## src/rre_pkg.sv

```systemverilog
// ----------------------------------------------------------------------------
// rre_pkg
// Shared widths, reset values, register indexes and the update record for
// the RTT / RTO estimator.
// ----------------------------------------------------------------------------
package rre_pkg;

  localparam int RTT_W       = 20;
  localparam int CNT_W       = 32;
  localparam int BKT_W       = 3;
  localparam int NUM_BUCKETS = 7;
  localparam int NUM_LIMITS  = NUM_BUCKETS - 1;
  localparam int CFG_IDX_W   = 1;
  localparam int VAR4_W      = RTT_W + 2;
  localparam int SUM_W       = RTT_W + 3;

  localparam logic [CFG_IDX_W-1:0] REG_MIN_RTO = 1'b0;
  localparam logic [CFG_IDX_W-1:0] REG_MAX_RTO = 1'b1;

  localparam logic [RTT_W-1:0]  MIN_RTO_RESET = RTT_W'(200);
  localparam logic [RTT_W-1:0]  MAX_RTO_RESET = RTT_W'(60000);
  localparam logic [VAR4_W-1:0] RTO_FLOOR     = VAR4_W'(10);

  localparam logic [RTT_W-1:0] BKT_LIMIT [NUM_LIMITS] = '{
    RTT_W'(10), RTT_W'(50), RTT_W'(100), RTT_W'(200), RTT_W'(500), RTT_W'(1000)
  };

  typedef struct packed {
    logic [RTT_W-1:0] smoothed;
    logic [RTT_W-1:0] variation;
    logic [BKT_W-1:0] bucket;
    logic [CNT_W-1:0] count;
  } update_t;

  function automatic logic [BKT_W-1:0] pick_bucket(input logic [RTT_W-1:0] s);
    logic [BKT_W-1:0] b;
    b = BKT_W'(NUM_LIMITS);
    for (int i = NUM_LIMITS - 1; i >= 0; i--) begin
      if (s < BKT_LIMIT[i]) b = BKT_W'(i);
    end
    return b;
  endfunction

endpackage

```

## src/rre_state.sv

```systemverilog
// ----------------------------------------------------------------------------
// rre_state
// Estimator state: smoothed RTT, RTT variation and the latency histogram.
// Computes the post-sample values and commits them on each request.
// ----------------------------------------------------------------------------
module rre_state (
  input  logic                       clk,
  input  logic                       rst,
  input  logic                       load,
  input  logic [rre_pkg::RTT_W-1:0]  sample,
  output rre_pkg::update_t           upd
);

  logic [rre_pkg::RTT_W-1:0] smoothed;
  logic [rre_pkg::RTT_W-1:0] variation;
  logic [rre_pkg::CNT_W-1:0] histogram [rre_pkg::NUM_BUCKETS];

  logic [rre_pkg::RTT_W-1:0] gap;
  logic [rre_pkg::RTT_W+2:0] var_sum;
  logic [rre_pkg::RTT_W+3:0] smo_sum;
  logic [rre_pkg::BKT_W-1:0] bucket;

  always_comb begin
    bucket  = rre_pkg::pick_bucket(sample);
    gap     = (smoothed > sample) ? (smoothed - sample) : (sample - smoothed);
    var_sum = (rre_pkg::RTT_W+3)'(variation) + (rre_pkg::RTT_W+3)'({variation, 1'b0})
            + (rre_pkg::RTT_W+3)'(gap);
    smo_sum = (rre_pkg::RTT_W+4)'({smoothed, 3'b000}) - (rre_pkg::RTT_W+4)'(smoothed)
            + (rre_pkg::RTT_W+4)'(sample);
    upd.bucket = bucket;
    upd.count  = histogram[bucket] + rre_pkg::CNT_W'(1);
    if (smoothed == '0) begin
      upd.smoothed  = sample;
      upd.variation = {1'b0, sample[rre_pkg::RTT_W-1:1]};
    end else begin
      upd.smoothed  = smo_sum[rre_pkg::RTT_W+2:3];
      upd.variation = var_sum[rre_pkg::RTT_W+1:2];
    end
  end

  always_ff @(posedge clk) begin
    if (rst) begin
      smoothed  <= '0;
      variation <= '0;
      for (int i = 0; i < rre_pkg::NUM_BUCKETS; i++) histogram[i] <= '0;
    end else if (load) begin
      smoothed          <= upd.smoothed;
      variation         <= upd.variation;
      histogram[bucket] <= upd.count;
    end
  end

endmodule

```

## src/rtt_rto_estimator_top.sv

```systemverilog
// ----------------------------------------------------------------------------
// rtt_rto_estimator_top
// Jacobson/Karels style RTT smoothing and RTO computation with a
// seven-bucket latency histogram.
// ----------------------------------------------------------------------------
//  channel | direction | handshake           | payload
//  --------+-----------+---------------------+----------------------------------
//  in      | sink      | in_valid / in_stall | rtt_ms
//  out     | source    | out_valid/out_stall | rto_ms smoothed_ms variation_ms
//          |           |                     | bucket_index bucket_count
//  cfg     | sink      | cfg_we              | cfg_index cfg_data
//
//  One request per cycle unless in_stall is high; stages: state update, clamp.
//  Estimator state and histogram commit in the cycle the request is taken.
//  Synchronous reset clears state, histogram and pipeline; clamps go to 200/60000.
//  out_stall holds the output register; in_stall rises only when both stages
//  are full.
// ----------------------------------------------------------------------------
module rtt_rto_estimator_top (
  input  logic                           clk,
  input  logic                           rst,
  input  logic                           in_valid,
  output logic                           in_stall,
  input  logic [rre_pkg::RTT_W-1:0]      rtt_ms,
  input  logic                           cfg_we,
  input  logic [rre_pkg::CFG_IDX_W-1:0]  cfg_index,
  input  logic [rre_pkg::RTT_W-1:0]      cfg_data,
  output logic                           out_valid,
  input  logic                           out_stall,
  output logic [rre_pkg::RTT_W-1:0]      rto_ms,
  output logic [rre_pkg::RTT_W-1:0]      smoothed_ms,
  output logic [rre_pkg::RTT_W-1:0]      variation_ms,
  output logic [rre_pkg::BKT_W-1:0]      bucket_index,
  output logic [rre_pkg::CNT_W-1:0]      bucket_count
);

  logic [rre_pkg::RTT_W-1:0] min_rto;
  logic [rre_pkg::RTT_W-1:0] max_rto;

  logic                 accept;
  logic                 out_free;
  logic                 s1_free;
  logic                 s1_valid;
  rre_pkg::update_t     upd;
  rre_pkg::update_t     s1;

  logic [rre_pkg::VAR4_W-1:0] var4;
  logic [rre_pkg::SUM_W-1:0]  sum;
  logic [rre_pkg::RTT_W-1:0]  rto_next;

  assign out_free = !out_valid || !out_stall;
  assign s1_free  = !s1_valid || out_free;
  assign in_stall = !s1_free;
  assign accept   = in_valid && s1_free;

  always_ff @(posedge clk) begin
    if (rst) begin
      min_rto <= rre_pkg::MIN_RTO_RESET;
      max_rto <= rre_pkg::MAX_RTO_RESET;
    end else if (cfg_we) begin
      case (cfg_index)
        rre_pkg::REG_MIN_RTO: min_rto <= cfg_data;
        rre_pkg::REG_MAX_RTO: max_rto <= cfg_data;
        default: ;
      endcase
    end
  end

  rre_state u_state (
    .clk    (clk),
    .rst    (rst),
    .load   (accept),
    .sample (rtt_ms),
    .upd    (upd)
  );

  always_ff @(posedge clk) begin
    if (rst) begin
      s1_valid <= 1'b0;
    end else if (s1_free) begin
      s1_valid <= in_valid;
    end
  end

  always_ff @(posedge clk) begin
    if (accept) begin
      s1 <= upd;
    end
  end

  always_comb begin
    var4 = {s1.variation, 2'b00};
    if (var4 < rre_pkg::RTO_FLOOR) var4 = rre_pkg::RTO_FLOOR;
    sum = rre_pkg::SUM_W'(s1.smoothed) + rre_pkg::SUM_W'(var4);
    if (sum < rre_pkg::SUM_W'(min_rto)) begin
      rto_next = min_rto;
    end else if (sum > rre_pkg::SUM_W'(max_rto)) begin
      rto_next = max_rto;
    end else begin
      rto_next = sum[rre_pkg::RTT_W-1:0];
    end
  end

  always_ff @(posedge clk) begin
    if (rst) begin
      out_valid <= 1'b0;
    end else if (out_free) begin
      out_valid <= s1_valid;
    end
  end

  always_ff @(posedge clk) begin
    if (s1_valid && out_free) begin
      rto_ms       <= rto_next;
      smoothed_ms  <= s1.smoothed;
      variation_ms <= s1.variation;
      bucket_index <= s1.bucket;
      bucket_count <= s1.count;
    end
  end

endmodule

```

## config.mk

```make
export PLATFORM = sky130hd
export DESIGN_NAME = rtt_rto_estimator_top
export DESIGN_NICKNAME = d
export VERILOG_FILES = /design/src/rre_pkg.sv /design/src/rre_state.sv /design/src/rtt_rto_estimator_top.sv
export SDC_FILE = /design/constraint.sdc
export NUM_CORES = 1
export LEC_CHECK = 0
export BUFFER_PORTS_ARGS = -buffer_cell sky130_fd_sc_hd__buf_2
export CAP_MARGIN = 20
export CORE_MARGIN = 8
export CORE_UTILIZATION = 46
export DETAILED_ROUTE_END_ITERATION = 12
export GPL_ROUTABILITY_DRIVEN = 0
export GPL_TIMING_DRIVEN = 0
export HOLD_SLACK_MARGIN = 0.05
export SYNTH_ARGS = -nofsm -noshare
export SYNTH_HDL_FRONTEND = slang
export SYNTH_SLANG_ARGS = --single-unit
export TNS_END_PERCENT = 100
```

## constraint.sdc

```tcl
create_clock -name clk -period 10.7 [get_ports clk]
set_input_delay 0.535 -clock clk [delete_from_list [all_inputs] [get_ports clk]]
set_output_delay 0.535 -clock clk [all_outputs]
set_load 0.02 [all_outputs]
```

[After elaboration in Yosys (flattened, before gate mapping)]
Memory sizes are Yosys's and may differ from the RTL's.
Index checks and enable logic that the tools add are counted.
Storage, ports and cells
  register bits: 252
  RAM bits: 224
  input port bits: 46
  output and inout port bits: 97
  word-level logic and storage cells: 66
  memories: 1
Memory list
  u_state.histogram: depth 7, bits a word 32, rd ports 1, clocked after memory_dff 0, wr ports 7, RTL line rre_state.sv:16  | logic [rre_pkg::CNT_W-1:0] histogram [rre_pkg::NUM_BUCKETS];
Cells by class
  add/sub/neg operators: 8
  order comparisons: 10
  mux-type cells: 19
  bitwise gates (word level): 1
  reduce and logical (&&, ||, !) cells: 12
Operators by type and width (count)
  $mux W20: 3
  $mux W40: 1
  $sub A20 B20 Y20: 2
  $add A32 B1 Y32 const B: 1
  $mux W32: 1
  $reduce_or A32 Y1: 1
  $add A20 B22 Y23: 1
  $add A23 B20 Y23: 1
  $gt A23 B20 Y1: 1
  $lt A23 B20 Y1: 1
  $sub A23 B20 Y23: 1
  $add A20 B21 Y22: 1
  $add A22 B20 Y22: 1
  $lt A22 B4 Y1 const B: 1
  $mux W22: 1
  $gt A20 B20 Y1: 1
  $logic_not A20 Y1: 1
  $lt A20 B10 Y1 const B: 1
  $lt A20 B4 Y1 const B: 1
  $lt A20 B6 Y1 const B: 1
  $lt A20 B7 Y1 const B: 1
  $lt A20 B8 Y1 const B: 1
  $lt A20 B9 Y1 const B: 1
  $mux W3: 5
  7 further kinds: 19

[Depth between registers and ports, before layout]
An unclocked memory read counts as a cell.
  word-level depth: 10
  depth in mapped cells: 29
  gate-level depth less buffers: 28

[Modules after synthesis]
From an unflattened synthesis, not the netlist that was laid out.
Second synthesis, totals
  cells, all modules: 2524
  area, all modules: 26644.3 µm²
By module, submodules not included
  rre_state: times used 1, cells each 1827, area an instance 17694.5 µm², sequential area each 7747.4 µm²
  rtt_rto_estimator_top: times used 1, cells each 697, area an instance 8949.8 µm², sequential area each 5945.7 µm²

[Least setup slack after synthesis]
No wires, ideal clock.
  path type: input to register
  from: input port out_stall
  to: register bucket_count[0] in the netlist's numbering, enable pin
  setup time: 693 ps
  data arrival time: 7424 ps
  required time: 10007 ps
  path slack: 2583 ps
  cell stages on the path: 1
  path buffers: 0
  cells stage by stage: a21boi_0
Between the ends
  word-level cells in the longest chain between the ends: 3
RTL lines
  from (decl): RTL line rtt_rto_estimator_top.sv:29  | input logic out_stall,
  $logic_not A1 Y1: RTL line rtt_rto_estimator_top.sv:51  | assign out_free = !out_valid || !out_stall;
  $logic_or A1 B1 Y1: RTL line rtt_rto_estimator_top.sv:51
  $logic_and A1 B1 Y1: RTL line rtt_rto_estimator_top.sv:113  | if (s1_valid && out_free) begin
  to (signal assigned): RTL line rtt_rto_estimator_top.sv:118  | bucket_count <= s1.count;
  to (decl): RTL line rtt_rto_estimator_top.sv:34  | output logic [rre_pkg::CNT_W-1:0] bucket_count
No other way between the ends.
A chain may end at the register's enable or synchronous reset.

[Worst setup path after layout]
  from: register u_state.smoothed[15] in the netlist's numbering
  to: register u_state.variation[17] in the netlist's numbering
Between the ends
  word-level cells in the longest chain between the ends: 4
  elaborated cells on any way between the ends: 7
  those cells by class: add/sub: 3; order compare: 1; mux: 2; reduce/logical: 1
RTL lines
  from (decl): RTL line rre_state.sv:14  | logic [rre_pkg::RTT_W-1:0] smoothed;
  from (signal assigned): RTL line rre_state.sv:47  | smoothed <= upd.smoothed;
  $sub A20 B20 Y20 / $gt A20 B20 Y1 (equally long branches): RTL line rre_state.sv:25  | gap = (smoothed > sample) ? (smoothed - sample) : (sample - smoothed);
  $mux W20: RTL line rre_state.sv:25
  $add A22 B20 Y22: RTL line rre_state.sv:27  | + (rre_pkg::RTT_W+3)'(gap);
  $mux W40 *: RTL line rre_state.sv:32  | if (smoothed == '0) begin
  to (signal assigned): RTL line rre_state.sv:48  | variation <= upd.variation;
  to (decl): RTL line rre_state.sv:15  | logic [rre_pkg::RTT_W-1:0] variation;
Every way passes the cells marked *; elsewhere a longest branch is shown, timed or not.

==> impl_metrics.py <==
metrics = {
    "route": {
        "drt_iter0_drc": 1637,
        "vias": 19850,
        "first_pass_iters": 5,
        "viasPerCell": 5.604,
        "drc": 0,
        "wl_per_cell_um": 21.80,
        "drtAntennaViolNets": 0,
        "wl_um": 77230,
    },
    "power_and_ir_drop": {
        "power_density_nw_per_um2": 314.0,
        "p_clk_share_pct": 20.9,
        "switching_share_pct": 41.04,
        "power_frac_seq_pct": 28.1,
        "p_leak_nw": 12.05,
        "power.share.combinational_pct": 51.0,
        "ir_worst_vdd_v": 0.0002092,
        "p_int_mw": 5.636,
        "p_switching_mw": 3.923,
    },
    "critical_path": {
        "critPathRequiredTime_ns": 11.20,
        "criticalPathCategory": "flop to flop",
        "crit_path_max_fanout": 10,
        "rr_worst_depth": 24,
        "rrSetupSlack_ns": 2.35,
        "crit_path_start_kind": "flop",
        "r2r-end": "u_state.variation[17]",
        "startpoint": "u_state.smoothed[15]",
        "arrival_ns": 8.85,
        "worstReg2RegStart": "u_state.smoothed[15]",
        "endpoint_kind": "flop",
    },
    "clock_network": {
        "clk_pin_slew_worst_paths_ns": 0.06,
        "post_cts_resized": 0,
        "cts_sinks": 496,
        "cts_max_level": 2,
        "ctsRootBufferMaster": "clkbuf_16",
        "holdBufCountCts": 0,
        "post-cts-setup-buffers": 0,
        "cts_tree": "built",
        "clkLatencyLatePin_ns": 0.61,
        "clockBufferDepth": 3,
        "numCtsBuffers": 53,
    },
    "sta": {
        "holdWs_ns": 0.1841,
        "period_share_pct": 78.02,
        "finalCriticalPeriod_ns": 8.348,
        "fmax_mhz": 119.8,
        "rsz0062_at_grt": "false",
        "relSlewSlack_pct": 17.44,
        "setup_tns_ns": 0,
        "maxSlewViolCount": 0,
        "finalSetupViolCount": 0,
        "final_hold_viol_count": 0,
        "skew_ns": 0.02094,
        "tightest_slew_ns": 1.238,
    },
    "yosys": {
        "synth_top_area_share_pct": 43.31,
        "synthTopCellsByCount": "edfxtp_1 (382), nor2_1 (295), nand2_1 (246)",
        "synth_edf_count": 382,
        "async_flop_share_pct": 0,
        "ys_ff_latch": 496,
        "ys.flop_type": "edfxtp_1",
        "postSynthAreaPerCell_um2": 10.58,
        "syn-cell-area_um2": 26490,
        "synth.most_common_cell": "edfxtp_1",
        "synthCells": 2503,
        "ys_seq_area_share_pct": 51.92,
        "synth.largest_area_cell": "edfxtp_1",
        "ys_types": 90,
        "yosysWarnings": 0,
        "yosys-top-cells-area": "edfxtp_1 (43%), dfxtp_1 (8.6%), ha_1 (6.6%), nor2_1 (4.2%), mux2i_1 (3.7%)",
    },
    "hold_path": {
        "min_from": "cfg_data[9]",
        "holdPathStages": 3,
        "whs_endpoint": "min_rto[9]",
        "min_path_type": "primary input to flop",
    },
    "grt": {
        "grt_antenna_before_repair": 0,
        "grtUsageTotal_pct": 22.95,
        "grt_pass1_vias": 19960,
        "grt_max_degree": 44,
        "grt_first_pass_wirelength_um": 117700,
        "gr-total-overflow": 0,
    },
    "place": {
        "dp_hpwl_um": 56600,
        "port_buffers": 142,
    },
    "floorplan": {
        "rows": 88,
        "core_area_um2": 57370,
        "die_h_um": 256.0,
        "dieArea_um2": 65510,
        "fp.dieW_um": 256.0,
        "io_pins": 143,
        "initial_core_util_pct": 46.17,
    },
    "final_layout": {
        "area_growth_pct": 14.92,
        "drive_above_1_share_pct": 12.39,
        "nets": 2958,
        "diodes": 0,
    },
    "run": {
        "drv_cap": 0,
    },
    "run_status": {
        "status": "completed",
    },
}
[kinds of logic after synthesis]
logic type	Yosys count	share of synthesized area, %
and+or+nand+nor	799	13.98
DFF	496	51.92
AOI/OAI and AO/OA	453	11.19
buffers and inverters	360	5.333
adders and majority gates	180	9.665
muxes	121	4.681
xor gates and xnor gates	93	3.217
other	1	0.01416
[per-stage QoR]
stage / util [%] / total power, mW / setup WS (ns) / cells / instance area (µm²)
after floorplan: - / 6.177 / 2.583 / 2522 / 26560
after global placement: 49.20 / 7.448 / -1.801 / 3429 / 28230
after detailed placement: 49.71 / 7.555 / 2.222 / 3441 / 28510
after CTS: 53.04 / 9.579 / 2.566 / 3541 / 30430
after global routing: 53.06 / 10.25 / 1.862 / 3542 / 30440
final: 53.06 / 9.558 / 2.352 / 3542 / 30440
[state kept, by name (all words and copies together) (netlist names)]
register           flops
bucket_count          32
rto_ms                20
s1                    75
variation_ms          20
smoothed_ms           20
u_state.histogram    244
out_valid              1
u_state.variation     20
bucket_index           3
max_rto               20
min_rto               20
s1_valid               1
u_state.smoothed      20
[power groups by stage]
stage / sequential (mW) / clock, mW / combinational (mW)
2_1_floorplan: 2.73 / 0 / 3.45
3_3_place_gp: 2.73 / 0 / 4.72
3_5_place_dp: 2.73 / 0 / 4.83
4_1_cts: 2.68 / 2.02 / 4.87
5_1_grt: 2.71 / 2.10 / 5.44
6_report: 2.68 / 1.99 / 4.88
[layer usage]
metal / global-route usage (%) / share of wire [%] / wire [µm] / vias to the layer above
li1: - / - / - / 9273
met1: 28.40 / 41 / 31540 / 9731
met2: 39.95 / 49 / 38130 / 677
met3: 2.977 / 5.5 / 4265 / 167
met4: 10.02 / 4.3 / 3300 / 0
met5: 0 / 0 / 0 / -
[worst max path at each step]
stage | end | slack (ns) | cells past startpoint
after detailed placement | u_state.variation[17] | 2.22 | 26
after CTS | u_state.variation[17] | 2.57 | 24
after floorplan | bucket_count[0] | 2.58 | 1
after global placement | bucket_count[4] | -1.80 | 2
final | u_state.variation[17] | 2.35 | 24
after global routing | u_state.variation[17] | 1.86 | 24
[layout by cell type (no fill, tap or decap), types with 9 or more instances in the layout]
cell	instances
edfxtp_1	382
nor2_1	295
nand2_1	241
inv_1	240
buf_2	160
ha_1	139
a21oi_1	127
dfxtp_1	114
mux2i_1	98
clkbuf_1	97
o21ai_0	96
nand3_1	72
clkbuf_16	55
xnor2_1	49
fa_1	41
xor2_1	39
nor3_1	34
o22ai_1	26
a211oi_1	25
or3_1	23
mux2_2	23
conb_1	20
o21a_1	18
nor2b_1	17
nand2b_1	17
o211ai_1	17
a21o_1	17
or2_2	14
and3_1	14
o31a_1	12
nand4_1	11
o31ai_1	11
a31oi_1	10
o21ai_1	10
nor4_1	9
and4_1	9
bufinv_16	9
clkinvlp_4	9
buf_12	9
[layout make-up]
class	instances	area (µm²)
fill	5071	26930
sequential	496	13750
multi-input combinational	1666	11430
clock buffer	70	1493
timing repair buffer	155	968.4
tap	765	957.2
inverter	241	909.6
buffer	119	506.7
clock inverter	30	420.4
[worst max-delay path, stage by stage (launching register included)]
cell,delay (ns)
dfxtp_1,0.38
ha_1,0.30
clkbuf_1,0.29
nand4_1,0.26
nor4_1,0.58
o311a_1,0.27
o31a_1,0.29
buf_1,0.47
clkbuf_1,0.57
buf_1,0.57
mux2i_1,0.45
fa_1,0.50
or3_1,0.34
fa_1,0.43
nor2b_1,0.13
o21a_1,0.13
o21ai_0,0.13
a21oi_1,0.37
a211oi_1,0.18
o311ai_0,0.64
a21o_1,0.22
a21o_1,0.12
nor2_1,0.04
or3_1,0.32
a311oi_1,0.26
Note: power is estimated with default switching activity, not from simulation.
